[src/rtl/core/lsm_pkg.sv]
// Shared types, register codes and the axis stop test for the limit switch monitor.
// Used by lsm_filter and limit_switch_monitor_top; has no dependencies.
`timescale 1ns / 1ps

package lsm_pkg;

	localparam int VEC_W = 13;
	localparam int AXES = 3;
	localparam int SETTLE_W = 4;
	localparam logic [SETTLE_W-1:0] SETTLE_RESET = 4'd7;
	localparam logic [1:0] BOTH_HIT = 2'b11;

	localparam int SW_XMIN  = 0;
	localparam int SW_YMIN  = 1;
	localparam int SW_ZMIN  = 2;
	localparam int SW_PROBE = 3;
	localparam int SW_XMAX  = 4;
	localparam int SW_YMAX  = 5;
	localparam int SW_ZMAX  = 6;
	localparam int SW_X2MIN = 7;
	localparam int SW_X2MAX = 8;
	localparam int SW_Y2MIN = 9;
	localparam int SW_Y2MAX = 10;
	localparam int SW_Z2MIN = 11;
	localparam int SW_Z2MAX = 12;

	typedef enum logic [2:0] {
		REG_INVERT_MASK  = 3'd0,
		REG_CHECKING     = 3'd1,
		REG_PROBE_EN     = 3'd2,
		REG_DUAL_MASK    = 3'd3,
		REG_PROBE_MODE   = 3'd4,
		REG_FILTER_ON    = 3'd5,
		REG_SETTLE_TICKS = 3'd6
	} cfg_reg_t;

	typedef enum logic [1:0] {
		PROBE_NONE     = 2'd0,
		PROBE_SHARED   = 2'd1,
		PROBE_SEPARATE = 2'd2
	} probe_mode_t;

	typedef struct packed {
		logic [VEC_W-1:0]    invert_mask;
		logic                checking_enabled;
		logic                probe_enabled;
		logic [AXES-1:0]     dual_axis_mask;
		logic [1:0]          probe_mode;
		logic                filter_on;
		logic [SETTLE_W-1:0] settle_ticks;
	} cfg_t;

	typedef struct packed {
		logic [VEC_W-1:0] hits;
		logic [AXES-1:0]  stop;
	} check_t;

	// Returns {stop, hit} for one axis side.
	function automatic logic [1:0] side_test(logic prim, logic second, logic dual,
			logic homing);
		logic hit;
		logic stop;
		begin
			if (dual) begin
				hit = prim | second;
				stop = hit && (!homing || ({second, prim} == BOTH_HIT));
			end else begin
				hit = prim;
				stop = prim;
			end
			return {stop, hit};
		end
	endfunction

	function automatic check_t check_axes(logic [VEC_W-1:0] acc, logic [AXES-1:0] moving,
			logic [AXES-1:0] negative, logic homing, cfg_t cfg);
		check_t res;
		logic [1:0] t;
		logic zmin_on;
		logic probe_test;
		begin
			res = '0;
			zmin_on = 1'b1;
			probe_test = 1'b0;
			if (!cfg.dual_axis_mask[2]) begin
				case (cfg.probe_mode)
					PROBE_SHARED: begin
						zmin_on = cfg.probe_enabled;
					end
					PROBE_SEPARATE: begin
						zmin_on = !cfg.probe_enabled;
					end
					default: begin
						zmin_on = 1'b1;
					end
				endcase
			end
			if (cfg.probe_mode == PROBE_SEPARATE) begin
				probe_test = cfg.probe_enabled;
			end
			if (cfg.checking_enabled || cfg.probe_enabled) begin
				if (moving[0]) begin
					if (negative[0]) begin
						t = side_test(acc[SW_XMIN], acc[SW_X2MIN], cfg.dual_axis_mask[0], homing);
						res.hits[SW_XMIN] = t[0];
					end else begin
						t = side_test(acc[SW_XMAX], acc[SW_X2MAX], cfg.dual_axis_mask[0], homing);
						res.hits[SW_XMAX] = t[0];
					end
					res.stop[0] = t[1];
				end
				if (moving[1]) begin
					if (negative[1]) begin
						t = side_test(acc[SW_YMIN], acc[SW_Y2MIN], cfg.dual_axis_mask[1], homing);
						res.hits[SW_YMIN] = t[0];
					end else begin
						t = side_test(acc[SW_YMAX], acc[SW_Y2MAX], cfg.dual_axis_mask[1], homing);
						res.hits[SW_YMAX] = t[0];
					end
					res.stop[1] = t[1];
				end
				if (moving[2]) begin
					if (negative[2]) begin
						if (zmin_on) begin
							t = side_test(acc[SW_ZMIN], acc[SW_Z2MIN], cfg.dual_axis_mask[2],
								homing);
							res.hits[SW_ZMIN] = t[0];
							res.stop[2] = t[1];
						end
						if (probe_test && acc[SW_PROBE]) begin
							res.hits[SW_PROBE] = 1'b1;
							res.stop[2] = 1'b1;
						end
					end else begin
						t = side_test(acc[SW_ZMAX], acc[SW_Z2MAX], cfg.dual_axis_mask[2], homing);
						res.hits[SW_ZMAX] = t[0];
						res.stop[2] = t[1];
					end
				end
			end
			return res;
		end
	endfunction

endpackage

[src/rtl/core/limit_switch_monitor_top.sv]
// Limit switch monitor top level: configuration registers, sticky hits and result register.
// Depends on lsm_pkg and lsm_filter.
`timescale 1ns / 1ps

// The block takes one poll tick per clock cycle while ready and gives one result for
// each tick, in the cycle after the tick is transferred. The tick is filtered, tested
// and written into a single result register; a new tick is taken whenever that register
// is empty or is being read in the same cycle, so the rate is set only by the output
// handshake. Configuration writes are always ready and take effect at the next tick.
module limit_switch_monitor_top (
	input  logic        clk,
	input  logic        arst_n,
	input  logic        s_tvalid,
	output logic        s_tready,
	// Fields from bit 0: switch_levels[12:0], axis_moving[15:13], axis_negative[18:16],
	// homing_dual[19], clear_hits[20], zero padding[23:21].
	input  logic [23:0] s_tdata,
	output logic        m_tvalid,
	input  logic        m_tready,
	// Fields from bit 0: accepted_state[12:0], hit_flags[25:13], stop_axes[28:26],
	// zero padding[31:29].
	output logic [31:0] m_tdata,
	input  logic        cfg_valid,
	output logic        cfg_ready,
	input  logic [2:0]  cfg_index,
	input  logic [12:0] cfg_data
);

	lsm_pkg::cfg_t                  cfg_q;
	logic [lsm_pkg::VEC_W-1:0]      hits_q;
	logic                           m_tvalid_q;
	logic [31:0]                    m_tdata_q;
	logic                           in_xfer;
	logic [lsm_pkg::VEC_W-1:0]      levels;
	logic [lsm_pkg::AXES-1:0]       moving;
	logic [lsm_pkg::AXES-1:0]       negative;
	logic                           homing;
	logic                           clear;
	logic [lsm_pkg::VEC_W-1:0]      acc;
	lsm_pkg::check_t                chk;
	logic [lsm_pkg::VEC_W-1:0]      hits_next;

	assign levels   = s_tdata[12:0];
	assign moving   = s_tdata[15:13];
	assign negative = s_tdata[18:16];
	assign homing   = s_tdata[19];
	assign clear    = s_tdata[20];

	assign cfg_ready = 1'b1;
	assign s_tready = !m_tvalid_q || m_tready;
	assign in_xfer = s_tvalid && s_tready;

	always_ff @(posedge clk or negedge arst_n) begin
		if (!arst_n) begin
			cfg_q.invert_mask <= '0;
			cfg_q.checking_enabled <= 1'b0;
			cfg_q.probe_enabled <= 1'b0;
			cfg_q.dual_axis_mask <= '0;
			cfg_q.probe_mode <= lsm_pkg::PROBE_NONE;
			cfg_q.filter_on <= 1'b1;
			cfg_q.settle_ticks <= lsm_pkg::SETTLE_RESET;
		end else if (cfg_valid && cfg_ready) begin
			case (lsm_pkg::cfg_reg_t'(cfg_index))
				lsm_pkg::REG_INVERT_MASK: begin
					cfg_q.invert_mask <= cfg_data;
				end
				lsm_pkg::REG_CHECKING: begin
					cfg_q.checking_enabled <= cfg_data[0];
				end
				lsm_pkg::REG_PROBE_EN: begin
					cfg_q.probe_enabled <= cfg_data[0];
				end
				lsm_pkg::REG_DUAL_MASK: begin
					cfg_q.dual_axis_mask <= cfg_data[2:0];
				end
				lsm_pkg::REG_PROBE_MODE: begin
					cfg_q.probe_mode <= cfg_data[1:0];
				end
				lsm_pkg::REG_FILTER_ON: begin
					cfg_q.filter_on <= cfg_data[0];
				end
				lsm_pkg::REG_SETTLE_TICKS: begin
					cfg_q.settle_ticks <= cfg_data[3:0];
				end
				default: begin
				end
			endcase
		end
	end

	lsm_filter u_filter (
		.clk    (clk),
		.arst_n (arst_n),
		.tick   (in_xfer),
		.levels (levels),
		.cfg    (cfg_q),
		.acc    (acc)
	);

	assign chk = lsm_pkg::check_axes(acc, moving, negative, homing, cfg_q);
	assign hits_next = (clear ? '0 : hits_q) | chk.hits;

	always_ff @(posedge clk or negedge arst_n) begin
		if (!arst_n) begin
			hits_q <= '0;
			m_tvalid_q <= 1'b0;
		end else begin
			if (in_xfer) begin
				hits_q <= hits_next;
				m_tvalid_q <= 1'b1;
			end else if (m_tready) begin
				m_tvalid_q <= 1'b0;
			end
		end
	end

	always_ff @(posedge clk) begin
		if (in_xfer) begin
			m_tdata_q <= {3'b000, chk.stop, hits_next, acc};
		end
	end

	assign m_tvalid = m_tvalid_q;
	assign m_tdata = m_tdata_q;

	// Without a clear request, sticky hits are never lost.
	a_hits_sticky: assert property (@(posedge clk) disable iff (!arst_n)
		(in_xfer && !clear) |=> ((hits_q & $past(hits_q)) == $past(hits_q)))
		else $error("sticky hit flags lost a bit without a clear");

	// A stopped X axis always has a recorded X hit.
	a_stop_x_hit: assert property (@(posedge clk) disable iff (!arst_n)
		(m_tvalid && m_tdata[26]) |-> (m_tdata[13] || m_tdata[17]))
		else $error("X stop without an X hit flag");

	// A stopped Z axis always has a recorded Z or probe hit.
	a_stop_z_hit: assert property (@(posedge clk) disable iff (!arst_n)
		(m_tvalid && m_tdata[28]) |-> (m_tdata[15] || m_tdata[16] || m_tdata[19]))
		else $error("Z stop without a Z or probe hit flag");

	// Every transferred tick shows up as a result in the next cycle.
	a_result_follows: assert property (@(posedge clk) disable iff (!arst_n)
		in_xfer |=> (m_tvalid && (hits_q == m_tdata[25:13])))
		else $error("result missing or out of step with the sticky hits");

endmodule

[src/rtl/core/lsm_filter.sv]
// Stability filter for the switch vector of the limit switch monitor.
// Depends on lsm_pkg for widths and the configuration struct.
`timescale 1ns / 1ps

module lsm_filter (
	input  logic                              clk,
	input  logic                              arst_n,
	input  logic                              tick,
	input  logic [lsm_pkg::VEC_W-1:0]         levels,
	input  lsm_pkg::cfg_t                     cfg,
	output logic [lsm_pkg::VEC_W-1:0]         acc
);

	logic [lsm_pkg::VEC_W-1:0]    previous_q;
	logic [lsm_pkg::VEC_W-1:0]    validated_q;
	logic [lsm_pkg::SETTLE_W-1:0] counter_q;
	logic [lsm_pkg::VEC_W-1:0]    sampled;
	logic [lsm_pkg::VEC_W-1:0]    validated_next;
	logic [lsm_pkg::SETTLE_W-1:0] counter_next;
	logic                         changed;

	assign sampled = levels ^ cfg.invert_mask;
	assign changed = previous_q != sampled;

	always_comb begin
		counter_next = counter_q;
		validated_next = validated_q;
		if (changed) begin
			counter_next = (cfg.settle_ticks == '0) ? lsm_pkg::SETTLE_W'(1) : cfg.settle_ticks;
		end else if (counter_q != '0) begin
			counter_next = counter_q - lsm_pkg::SETTLE_W'(1);
			if (counter_next == '0) begin
				validated_next = sampled;
			end
		end
	end

	assign acc = cfg.filter_on ? validated_next : sampled;

	always_ff @(posedge clk or negedge arst_n) begin
		if (!arst_n) begin
			previous_q <= '0;
			validated_q <= '0;
			counter_q <= '0;
		end else if (tick && cfg.filter_on) begin
			previous_q <= sampled;
			validated_q <= validated_next;
			counter_q <= counter_next;
		end
	end

endmodule

[config.mk]
export PLATFORM = sky130hd
export DESIGN_NAME = limit_switch_monitor_top
export DESIGN_NICKNAME = d
export VERILOG_FILES = /design/src/rtl/core/lsm_pkg.sv /design/src/rtl/core/limit_switch_monitor_top.sv /design/src/rtl/core/lsm_filter.sv
export SDC_FILE = /design/constraint.sdc
export NUM_CORES = 1
export LEC_CHECK = 0
export BUFFER_PORTS_ARGS = -buffer_cell sky130_fd_sc_hd__buf_2
export CAP_MARGIN = 0
export CORE_UTILIZATION = 52
export DETAILED_ROUTE_END_ITERATION = 12
export PLACE_DENSITY = 0.75
export SYNTH_ARGS = -nofsm -noshare
export SYNTH_HDL_FRONTEND = slang
export SYNTH_SLANG_ARGS = --single-unit
[constraint.sdc]
create_clock -name clk -period 6 [get_ports clk]
set_input_delay 0.9 -clock clk [delete_from_list [all_inputs] [get_ports clk]]
set_output_delay 0.9 -clock clk [all_outputs]
set_load 0.01 [all_outputs]
==> results of run 1 <==
-- worst max-delay path by stage --
stage,from,endpoint,depth (start not counted)
2_1_floorplan,s_tdata[8],m_tdata[26],9
3_3_place_gp,s_tdata[10],m_tdata[27],9
3_5_place_dp,s_tdata[12],m_tdata[27],9
4_1_cts,u_filter.counter_q[0],m_tdata[27],10
5_1_grt,u_filter.counter_q[0],m_tdata[27],10
6_report,u_filter.counter_q[0],m_tdata[27],10
-- layout make-up --
type                       instances  share of cell area
tap                              108              0.0255
clock buffer                      13              0.0281
clock inverter                     3             0.00330
multi-input combinational        242               0.367
timing repair buffer              75              0.0721
sequential                        98               0.490
inverter                          20              0.0141
-- state kept, by name (all words and copies together), names as in the netlist --
signal	flops
cfg_q	25
hits_q	13
m_tdata	29
m_tvalid	1
u_filter.counter_q	4
u_filter.previous_q	13
u_filter.validated_q	13
-- kinds of logic after synthesis --
logic type	synth area share
multiplexers	0.142
AND/OR/NAND/NOR	0.110
buffers and inverters	0.0346
flip-flops	0.554
XOR/XNOR	0.0658
adder cells (fa/ha/maj)	0.0107
other	0.00160
AO/OA/AOI/OAI	0.0820
-- power breakdown --
group          total (mW)  switching [mW]  internal [mW]
registers           0.905          0.0831          0.822
clock network       0.383           0.221          0.162
logic               0.496           0.253          0.243
total                1.78           0.557           1.23
-- worst reg2reg max path: cells and delay by family (launching register included) --
kind            cells  cell delay [ns]
simple gates        1             0.30
flops               1             0.44
mux                 1             0.47
fa+ha+maj           1             0.27
buf+inv             1             0.09
compound gates      6             1.91
-- synthesized netlist by cell type (all sizes together), types with 6 or more instances --
cell / n
a21oi: 8
and2: 6
buf: 6
clkbuf: 7
dfrtp: 65
edfxtp: 29
inv: 20
mux2: 54
nand2: 30
nor2: 18
nor2b: 7
nor3b: 6
o211ai: 6
o21ai: 21
xnor2: 12
xor2: 13
-- routing by layer --
metal	part of all wire	routed length (um)	vias to the layer above	global-route usage
li1	-	-	1450	-
met5	0	0	-	0
met3	0.028	243	11	0.0281
met2	0.48	4150	58	0.317
met1	0.48	4090	1458	0.265
met4	0.013	113	0	0.0620
-- per-stage QoR --
stage	power (mW)	instances	setup slack, ns	utilization	hold slack (ns)
after CTS	1.79	559	2.23	0.609	0.489
after global placement	1.39	543	1.94	0.590	0.457
after global routing	1.88	559	1.93	0.609	0.496
final	1.78	559	2.26	0.609	0.486
after floorplan	1.28	373	2.71	-	0.445
after detailed placement	1.42	543	1.89	0.590	0.463
==> results.md, run 1 <==
- The flow ran to the end, and the final reports show no timing, DRC or antenna violations.
- The wire length reported by the detailed router is 8600 um.
- The largest area contributor in the netlist is sky130_fd_sc_hd__dfrtp_1.
- The repair_antennas step left the layout with diodes totalling 0.
- The total track usage is 0.192.
- The kind of path behind the tightest hold check is register to register.
- The floorplan row count is 34.
- The slowest stage of the critical path belongs to the cell sky130_fd_sc_hd__o41ai_4.
- The largest single stage delay on the critical path is 0.99 ns.
- The global-route congestion overflow total is 0.
- The global placement routability congestion is 0.783.
- The transition at the pin with the smallest max-transition slack is 1.13 ns.
- CTS placed an instance of sky130_fd_sc_hd__clkbuf_8 at the clock tree root.
- The final design instance area without fill is 5310 um2.
- The die covers 9420 um2.
- The post-synthesis sequential area ratio is 0.554.
- Between clock sinks in the finished design, the worst skew comes to 0.0170 ns.
- The highest ir drop seen on vdd is 173 uV.
- The count of hold-fix buffers inserted at cts is 0.
- Of the cells placed in the final design, the portion with a size suffix greater than 1 is 0.355.
- The area of the core region is 8720 um2.
- In this run the post-CTS setup repair buffer count came out at 0.
- Setup slack on the worst reg-to-reg path comes out at 2.26 ns.
- Setup violations remaining at the end of the flow were counted as 0.
- The insertion delay of the later-clocked pin in the worst-skew pair is 0.37 ns.
- The sequential standard cell area is 2600 um2.
- The initial utilization of the core area, before any placement, comes to 0.539.
- The number of violations of the max-capacitance limit is 0.
- The pin count of the biggest net entering global routing is 70.
- Setup repair after global routing left no endpoint under its margin.
- Of all flip-flops after synthesis, the portion carrying an async set or reset was 0.704.
- The multi-input gate area in the final layout is 1950 um2.
- Leaving out fill and tap cells, the most frequent cell in the layout is sky130_fd_sc_hd__buf_2.
- The hold path endpoint is hits_q[8].
- The origin of the worst min-delay path is hits_q[8].
- In this run the cell area of the synthesized design comes to 4700 um2.
- For this design the static power due to leakage is 2.38 nW.
- The standard cell area after detailed placement is 5140 um2.
- The number of max-slew violations in the final report came to 0.
- The TritonCTS clock tree is built.
- Data arrives at the worst endpoint at 3.84 ns.
- Walking the worst path, the cells encountered are inv_1 -> ha_1 -> or2_2 -> o21ai_0 -> a31oi_1 -> o41ai_4 -> mux2_2 -> o31ai_2 -> a21o_1 -> o211ai_2.
- The accumulated negative setup slack is 0 ns.
- Once detail routing completed, the nets flagged for antenna violations numbered 0.
- The CTS buffer count is 9.
- The CTS sink count is 98.
- Power spread over the standard cell area amounts to 336 nW/um2.
- The half-perimeter wire length of the detailed placement result is 6310 um.
- The initial antenna violation count is 0.
- After clock tree synthesis, the clock-pin slew on the worst setup and hold paths is 0.09 ns.
- Dividing the detail-routed wire length by the instance count gives 15.4 um.
- The gate count of the mapped netlist is 371.
- Dividing the detail-routed via count by the number of cells gives 5.33.
- The number of flops mapped to enable cells by yosys is 29.
- Relative to the synthesized area, the layout overhead comes to 13.0%.
- The wire length of the first global-routing pass is 14300 um.
- The element type at the critical path end is a register.
- The path type of the worst setup path is register to register.
- The post-route DRC violation count is 0.
- The count of TritonRoute iterations in the first routing pass is 4.
- After filler insertion, the fill cell instance count of the layout stands at 710.
- Dividing the final minimum period by the clock period gives 0.623.
- A synthesized cell averages 12.7 um2.
- Port buffering added 72 buffers.
- The family of cells with the greatest summed delay on the critical path is compound AO/OA/AOI/OAI gates.
- The highest achievable clock rate is 0.267 GHz.
- Detailed routing inserted a total of 2977 vias.
- The number of global-route vias before repair is 2944.
- The startpoint of the lowest-slack register-to-register path is u_filter.counter_q[0].
- The horizontal extent of the die is 97.1 um.
- The number of cells on the worst reg-to-reg path is 10.
- The worst path buffer plus inverter count is 1.
- Synthesis inferred 98 register bits.
- The clock passes through at most 2 buffers.
- The number of different library cells used by synthesis comes to 50.
- In the post-synthesis netlist, the biggest area contributors are sky130_fd_sc_hd__dfrtp_1, sky130_fd_sc_hd__edfxtp_1, sky130_fd_sc_hd__mux2_2.
- In the layout the commonest cells are sky130_fd_sc_hd__buf_2, sky130_fd_sc_hd__dfrtp_1, sky130_fd_sc_hd__mux2_2.
- The count of yosys warnings during synthesis is 0.
- The relative slew slack is 0.243.
- The number of gates resized after CTS was 0.
- The kind of start point of the critical path is a register.
- Along the worst hold path, the cell count comes to 1.
- The number of nets in the finished design is 495.
- The most used flip-flop cell after synthesis is sky130_fd_sc_hd__dfrtp_1.
- The H-tree level count is 3.
- The required time of the worst setup path is 6.10 ns.
- The violation count after the first detailed-route iteration is 116.
- Of the post-synthesis cell area, the dominant cell type holds 0.346.
- The die extent in y is 97.1 um.
- The total count of hold-check failures in the final report was 0.
- The clock period could shrink to 3.74 ns.
- Along the worst path, the maximum fanout reaches 15.
- The endpoint of the worst-slack reg-to-reg timing path is m_tdata[27].
- In this run the count of I/O pins placed on the die edge is 80.
(Power assumes the default switching activity.)
==> run 2, diff against run 1 <==
- ABC_AREA: unset -> 1
- PLACE_DENSITY: 0.75 -> 0.74
- clock period: 6 -> 3.5 ns (I/O delays scaled with it)
==> run 2 against run 1 <==
  * Global-route usage up 5.2 points
  * Area after synthesis up 12%
  * Register-to-register slack got worse by 1.2 ns
  * Setup slack lost 1.2 ns
  * Critical path type unchanged
  * Critical endpoint is now m_tdata[28]
  * Largest power group unchanged
==> results.md, run 2 <==
- The floorplan has 36 rows.
- The count of input and output buffers is 72.
- The wire length reported by the detailed router is 11800 um.
- The leakage component of the power is 3.11 nW.
- For this run, the number of Yosys warnings is 0.
- On the final layout, the worst clock skew is 0.0176 ns.
- Entering global routing, the biggest net connects 50 pins.
- For this run, the leading register cell type out of synthesis is sky130_fd_sc_hd__dfrtp_1.
- Counting flops with a built-in enable in the synthesized netlist gives 29.
- The most frequent standard cell in the layout excluding fill and tap cells is sky130_fd_sc_hd__nand2_1.
- The number of antenna diodes in the final layout is 0.
- The path type of the worst setup path is register to register.
- The insertion delay of the later-clocked pin in the worst-skew pair is 0.38 ns.
- The highest achievable clock rate is 0.412 GHz.
- The number of violations of the max-capacitance limit is 0.
- For the pin with the worst max-slew slack, the measured transition is 1.13 ns.
- The final critical-path share of the clock period is 0.694.
- The post-synthesis sequential area ratio is 0.493.
- The global placement routability congestion is 0.829.
- In the final layout, the share of cells above drive strength 1 is 0.214.
- Yosys instantiated no cell more often than sky130_fd_sc_hd__nand2_1.
- Once the clock tree was built, the resizer swapped 0 gates to a different size.
- Summing all non-filler instances in the final layout gives an area of 5950 um2.
- For this block, the initial DRC count from the detailed router was 254.
- In this run the remaining antenna-violating nets after routing total 0.
- The clock tree buffer depth is 2.
- For this run, the detailed router's first-pass iteration total came to 4.
- In the routed design, unresolved DRC markers number 0.
- The top cell types in the final layout, fill and taps aside, are sky130_fd_sc_hd__nand2_1, sky130_fd_sc_hd__inv_1, sky130_fd_sc_hd__buf_2.
- The kind of path behind the tightest hold check is input port to async pin.
- The H-tree was split into 3 levels.
- The clock tree root buffer cell is sky130_fd_sc_hd__clkbuf_8.
- The count of hold-fix buffers inserted at cts is 0.
- After synthesis the cells add up to 5280 um2.
- Setup repair after global routing left no endpoint under its margin.
- The total power is 3.27 mW.
- The number of nets in the finished design is 790.
- The standard cell area after detailed placement is 5730 um2.
- The number of setup buffers added after CTS is 0.
- Across the VDD grid, the largest voltage drop is 272 uV.
- The initial antenna violation count is 0.
- Sorting the synthesized cells by how often they occur yields sky130_fd_sc_hd__nand2_1, sky130_fd_sc_hd__inv_1, sky130_fd_sc_hd__dfrtp_1, sky130_fd_sc_hd__nand3_1.
- The number of max-slew violations in the final report is 0.
- The half-perimeter wire length of the detailed placement result is 8680 um.
- The count of cell types in the netlist is 37.
- The filler cells instantiated in the layout total 900.
- Counting every instance in the synthesized netlist gives 670.
- The synthesized design contains 98 register bits.
- The die extent in y is 103 um.
- The clock transition at the register clock pins on the worst setup and hold paths after CTS is 0.11 ns.
- The area of the core region is 9820 um2.
- The total track usage is 0.245.
- The share of total power dissipated in the clock network is 0.245.
- The internal power consumption is 2.07 mW.
- The initial utilization of the core area, before any placement, comes to 0.538.
- STA classifies the critical path startpoint as a register.
- The register with the most flip-flops in the layout has 29 of them.
- The total count of hold-check failures in the final report is 0.
- The average wire per standard cell is 13.4 um.
- Dividing the detail-routed via count by the number of cells gives 5.05.
- The detailed router placed 4438 vias in this run.
- The routed design could run at a clock period as short as 2.43 ns.
- At the worst endpoint, the required time is 3.75 ns.
- The power share of the sequential group is 0.465.
- Setup total negative slack on the finished layout was measured at 0 ns.
- The run finished with clean final reports.
- In this run the count of I/O pins placed on the die edge is 80.
- The areal power density over the cells is 550 nW/um2.
- The CTS sink count is 98.
- The largest area contributor in the netlist is sky130_fd_sc_hd__dfrtp_1.
- After synthesis, the cell types taking the most area are sky130_fd_sc_hd__dfrtp_1, sky130_fd_sc_hd__nand2_1, sky130_fd_sc_hd__edfxtp_1.
- The area growth from synthesis to layout is 12.6%.
- Data on the critical path arrives at its endpoint at 2.68 ns.
- TritonCTS built the clock tree.
- The number of setup violations in the final report is 0.
- The switching power total is 1.20 mW.
- The net switching share of the total power is 0.368.
- Summed over all layers, the global routing overflow is 0.
- The number of global-route vias before repair was 4309.
- The fraction of synthesis flops using an asynchronous set or reset pin is 0.704.
- The highest fanout seen on the critical path is 23.
- The smallest hold slack is 0.369 ns.
- The relative slew slack is 0.245.
- The element type at the critical path end is a register.
- The wire length of the first global-routing pass is 19500 um.
- The number of clock buffers added by TritonCTS is 9.
- A synthesized cell averages 7.88 um2.
- The area share of the leading cell type in the synthesized netlist is 0.308.
- The final standard cell utilization of the core is 0.606.
- From left edge to right edge, the die measures 103 um.
- Of the total power, combinational logic draws 0.291.
- The die covers 10600 um2.
==> run 2: logic make-up (layout without fill, tap and decap cells) <==
kind of cell / after synthesis / count (layout) / synth area share
AO/OA/AOI/OAI: 90 / 90 / 0.102
AND/OR/NAND/NOR: 370 / 370 / 0.308
buffers and inverters: 105 / 179 / 0.0848
flip-flops: 98 / 98 / 0.493
XOR/XNOR: 1 / 1 / 0.00166
adder cells (fa/ha/maj): 4 / 4 / 0.00947
other: 2 / 4 / 0.00142
==> run 2: area by class of cell <==
type / instances / area (um2) / share of cell area
Sequential cell: 98 / 2600 / 0.438
Multi-Input combinational cell: 469 / 2240 / 0.377
Timing Repair Buffer: 77 / 398 / 0.0669
Inverter: 86 / 328 / 0.0551
Tap cell: 133 / 166 / 0.0280
Clock buffer: 9 / 124 / 0.0208
Clock inverter: 7 / 88.8 / 0.0149
==> run 2: through the flow <==
stage | instances | worst slack [ns]
after floorplan | 672 | 1.49
after global placement | 863 | 1.07
after detailed placement | 863 | 1.06
after CTS | 879 | 1.09
after global routing | 879 | 0.829
final | 879 | 1.07
==> run 2: layer usage <==
| metal | up-vias | GRT usage | part of all wire |
|---|---|---|---|
| li1 | 2258 | - | - |
| met1 | 2051 | 0.313 | 0.46 |
| met2 | 105 | 0.412 | 0.48 |
| met3 | 24 | 0.0427 | 0.035 |
| met4 | 0 | 0.103 | 0.025 |
| met5 | - | 0 | 0 |
==> run 2: path summary, 6_finish.rpt <==
kind,end,cells past startpoint,start,slack (ns)
max,m_tdata[28],13,u_filter.counter_q[0],1.07
min,u_filter.validated_q[0],1,arst_n,0.37
max reg2reg,m_tdata[28],13,u_filter.counter_q[0],1.07
min reg2reg,hits_q[5],2,hits_q[5],0.50
max in group asynchronous,cfg_q[1],2,arst_n,2.31
min in group clk,cfg_q[17],3,cfg_data[5],0.39
==> run 2: power groups by stage <==
stage / sequential (mW) / combinational, mW / clock (mW)
finish: 1.52 / 0.950 / 0.800
global route: 1.54 / 1.09 / 0.856
CTS: 1.52 / 0.951 / 0.807
detailed placement: 1.54 / 0.948 / 0
global placement: 1.53 / 0.912 / 0
floorplan: 1.53 / 0.691 / 0
==> run 2: worst max-delay path, cell delays in order (launching register included) <==
cell                      delay (ns)
sky130_fd_sc_hd__dfrtp_1        0.40
sky130_fd_sc_hd__inv_1          0.13
sky130_fd_sc_hd__ha_1           0.22
sky130_fd_sc_hd__xor2_1         0.23
sky130_fd_sc_hd__nor2_2         0.08
sky130_fd_sc_hd__nand2_2        0.34
sky130_fd_sc_hd__nand2_1        0.12
sky130_fd_sc_hd__o21ai_1        0.09
sky130_fd_sc_hd__nand3_1        0.15
sky130_fd_sc_hd__nand3_2        0.12
sky130_fd_sc_hd__nand2_2        0.08
sky130_fd_sc_hd__a21oi_2        0.20
sky130_fd_sc_hd__nand2_1        0.07
sky130_fd_sc_hd__nand3_1        0.08
==> run 3, diff against run 2 <==
- clock period: 3.5 -> 2.4 ns (I/O delays scaled with it)
==> run 3 against run 2 <==
  * Critical path type unchanged
  * Largest cell class unchanged
  * Hold slack worse by 0.14 ns
  * Core utilization up 1.3 points
  * Combinational power up 59%
  * Setup slack worse by 0.92 ns
  * Sequential share of layout area down 0.89 points
  * Cell count up 1.1%
  * Total power up 50%
  * Clock skew down 0.0017 ns
  * Highest routed layer unchanged
  * First-iteration DRC count up 20%
  * Die area unchanged
==> results.md, run 3 (synthesis results as in run 2) <==
- Across all layers, the routed design uses 4671 vias.
- The clock tree root buffer cell is sky130_fd_sc_hd__clkbuf_8.
- The starting utilization of the core area is 0.538.
- The count of TritonRoute iterations in the first routing pass is 5.
- The final critical-path share of the clock period is 0.937.
- The number of max-slew violations in the final report came to 0.
- The worst clock skew on the final layout is 0.0159 ns.
- For this design, the slowest cell found on the critical path is sky130_fd_sc_hd__dfrtp_1.
- Buffers placed on the I/O ports in this run total 72.
- The maximum cell stage delay along the critical path is 0.37 ns.
- Once placement completed, the tool counted placed cells totaling 867.
- Leaving out fill and tap cells, the most frequent cell in the layout is sky130_fd_sc_hd__nand2_1.
- Measured on the finished design, the core utilization comes to 0.618.
- The flow ran to the end, and the final reports show no timing, DRC or antenna violations.
- The share of total power dissipated in the clock network is 0.239.
- The sequential standard cell area is 2600 um2.
- After detailed routing, the average wire length per cell comes to 13.8 um.
- At the pin with the least slew margin, the transition time is 0.810 ns.
- The CTS buffer count is 9.
- IR analysis of the VDD net gives a maximum drop of 421 uV.
- Walking the worst path, the cells encountered are inv_1 -> ha_2 -> xor2_2 -> nor2_4 -> nand2_4 -> nand2_1 -> o21ai_1 -> nand3_1 -> nand2_1 -> nand2_1 -> o21ai_2 -> nand2_1 -> nand2_1 -> nand2_1 -> nand3_1.
- The highest achievable clock rate is 0.445 GHz.
- The shortest period the worst path allows is 2.25 ns.
- STA puts the critical path data required time at 2.54 ns.
- The net switching share of the total power is 0.376.
- Of all nets on the critical path, the largest fanout is 12.
- For this run, the total global-route usage over all layers was measured as 0.242.
- The accumulated negative setup slack is 0 ns.
- The worst setup path is launched from a register.
- At the end of routability-driven placement, the weighted congestion stood at 0.845.
- The internal power consumption is 3.06 mW.
- STA classifies the critical path endpoint as a register.
- The number of global-route vias before repair is 4285.
- Using the TritonRoute via totals, the vias-per-cell ratio works out to 5.25.
- Summing internal, switching and leakage power gives 4.89 mW.
- The family of cells with the greatest summed delay on the critical path is simple AND/OR/NAND/NOR gates.
- For this design the top-level I/O count stands at 80.
- The total count of hold-check failures in the final report is 0.
- The initial antenna violation count came to 0.
- The H-tree level count is 3.
- The later pin in the worst-skew pair is clocked with a latency of 0.38 ns.
- The wire length reported by the detailed router is 12200 um.
- The worst path buffer plus inverter count is 1.
- In the routed design, unresolved DRC markers number 0.
- Measured along the y axis, the die boundary spans 103 um.
- The arrival time at the worst endpoint is 2.39 ns.
- 0 antenna diodes ended up in the layout.
- In the layout the commonest cells are sky130_fd_sc_hd__nand2_1, sky130_fd_sc_hd__inv_1, sky130_fd_sc_hd__buf_2.
- The final instance count without filler cells is 889.
- The count of filler cells inserted in the layout is 893.
- The first global-routing pass estimated 19400 um of wire.
- The die covers 10600 um2.
- The clock tree buffer depth is 2.
- The horizontal extent of the die is 103 um.
- The ratio of cells with drive above 1 in the final layout is 0.228.
- For this design the ratio of total power to cell area is 806 nW/um2.
- The number of violations of the max-capacitance limit is 0.
- The floorplan row count is 36.
- TritonCTS built the clock tree.
- The HPWL after detailed placement is 8780 um.
- The number of flip-flops under the largest register name is 29.
- Entering global routing, the biggest net connects 46 pins.
- The CTS sink count is 98.
- The leakage component of the power is 3.18 nW.
- Summed over all nets, the switching power comes to 1.84 mW.
- Global routing finished with a remaining overflow of 0.
- The relative slew slack is 0.459.
- Of the total power, combinational logic draws 0.308.
- Once detail routing completed, the nets flagged for antenna violations numbered 0.
- The number of setup violations in the final report is 0.
- The synthesis-to-layout area growth is 14.9%.
- The most prevalent standard cell on the critical path is sky130_fd_sc_hd__nand2_1.
- Summing all multi-input logic gate instances after layout gives 2290 um2.
- The number of nets in the finished design is 800.
- The floorplan step defined a core boundary enclosing 9820 um2.
- The kind of path behind the tightest hold check is input port to register.
- The path type of the worst setup path is register to register.
- The violation count after the first detailed-route iteration is 305.
- Of the total power, registers draw 0.452.
- The clock transition at the register clock pins on the worst setup and hold paths after CTS is 0.11 ns.
-- run 3: cell types whose count changed in the layout (fill, tap and decap cells not counted), moves of 2 or more --
cell / before / now
sky130_fd_sc_hd__buf_4: 5 / 11
sky130_fd_sc_hd__nand2_4: 3 / 6
sky130_fd_sc_hd__nor2_2: 4 / 2
sky130_fd_sc_hd__nor2_4: 3 / 5
-- run 3: path summary, 6_finish.rpt --
check                                      start           to  slack, ns  depth (start not counted)
max                        u_filter.counter_q[1]  m_tdata[28]       0.15                         15
min in group asynchronous                 arst_n    cfg_q[14]       0.52                          2
min                                  cfg_data[7]    cfg_q[19]       0.23                          3
max reg2reg                u_filter.counter_q[1]  m_tdata[28]       0.15                         15
min reg2reg                            hits_q[4]    hits_q[4]       0.49                          2
max in group asynchronous                 arst_n    cfg_q[21]       1.21                          3
-- run 3: worst min-delay path: stages --
cell	delay [ns]
sky130_fd_sc_hd__buf_2	0.07
sky130_fd_sc_hd__nor2_1	0.03
sky130_fd_sc_hd__a21oi_1	0.10
-- run 3: through the flow --
stage	hold slack, ns	setup slack [ns]	cell area (um2)
5_1_grt	0.232	-0.0265	6070
4_1_cts	0.224	0.108	6010
3_3_place_gp	0.392	0.139	5780
3_5_place_dp	0.397	0.0256	5780
6_report	0.227	0.152	6070
2_1_floorplan	0.0644	0.386	5290
-- run 3: power by group through the flow --
| stage | Clock [mW] | Sequential, mW | Combinational, mW |
|---|---|---|---|
| finish | 1.17 | 2.21 | 1.51 |
| global route | 1.24 | 2.25 | 1.71 |
| CTS | 1.18 | 2.21 | 1.42 |
| detailed placement | 0 | 2.24 | 1.40 |
| global placement | 0 | 2.23 | 1.35 |
| floorplan | 0 | 2.23 | 1.01 |
-- run 3: area by class of cell --
class                      count  area share
timing repair buffer          85      0.0779
tap                          133      0.0274
clock inverter                 7      0.0148
sequential                    98       0.429
multi-input combinational    471       0.377
inverter                      86      0.0540
clock buffer                   9      0.0204
-- run 3: per-layer routing --
metal	wire, um	GRT usage	vias up
met1	5160	0.305	2199
met3	777	0.0454	34
met2	5930	0.414	172
li1	-	-	2266
met5	0	0	-
met4	379	0.0932	0
-- run 3: timing repair --
item                                    CTS  global route
hold endpoints to repair                 20             0
cloned                                    0             2
resized for setup                         1             7
pin swaps                                 0             3
buffers inserted                          0             3
endpoints found under the setup margin    1            12
hold buffers                              1             0
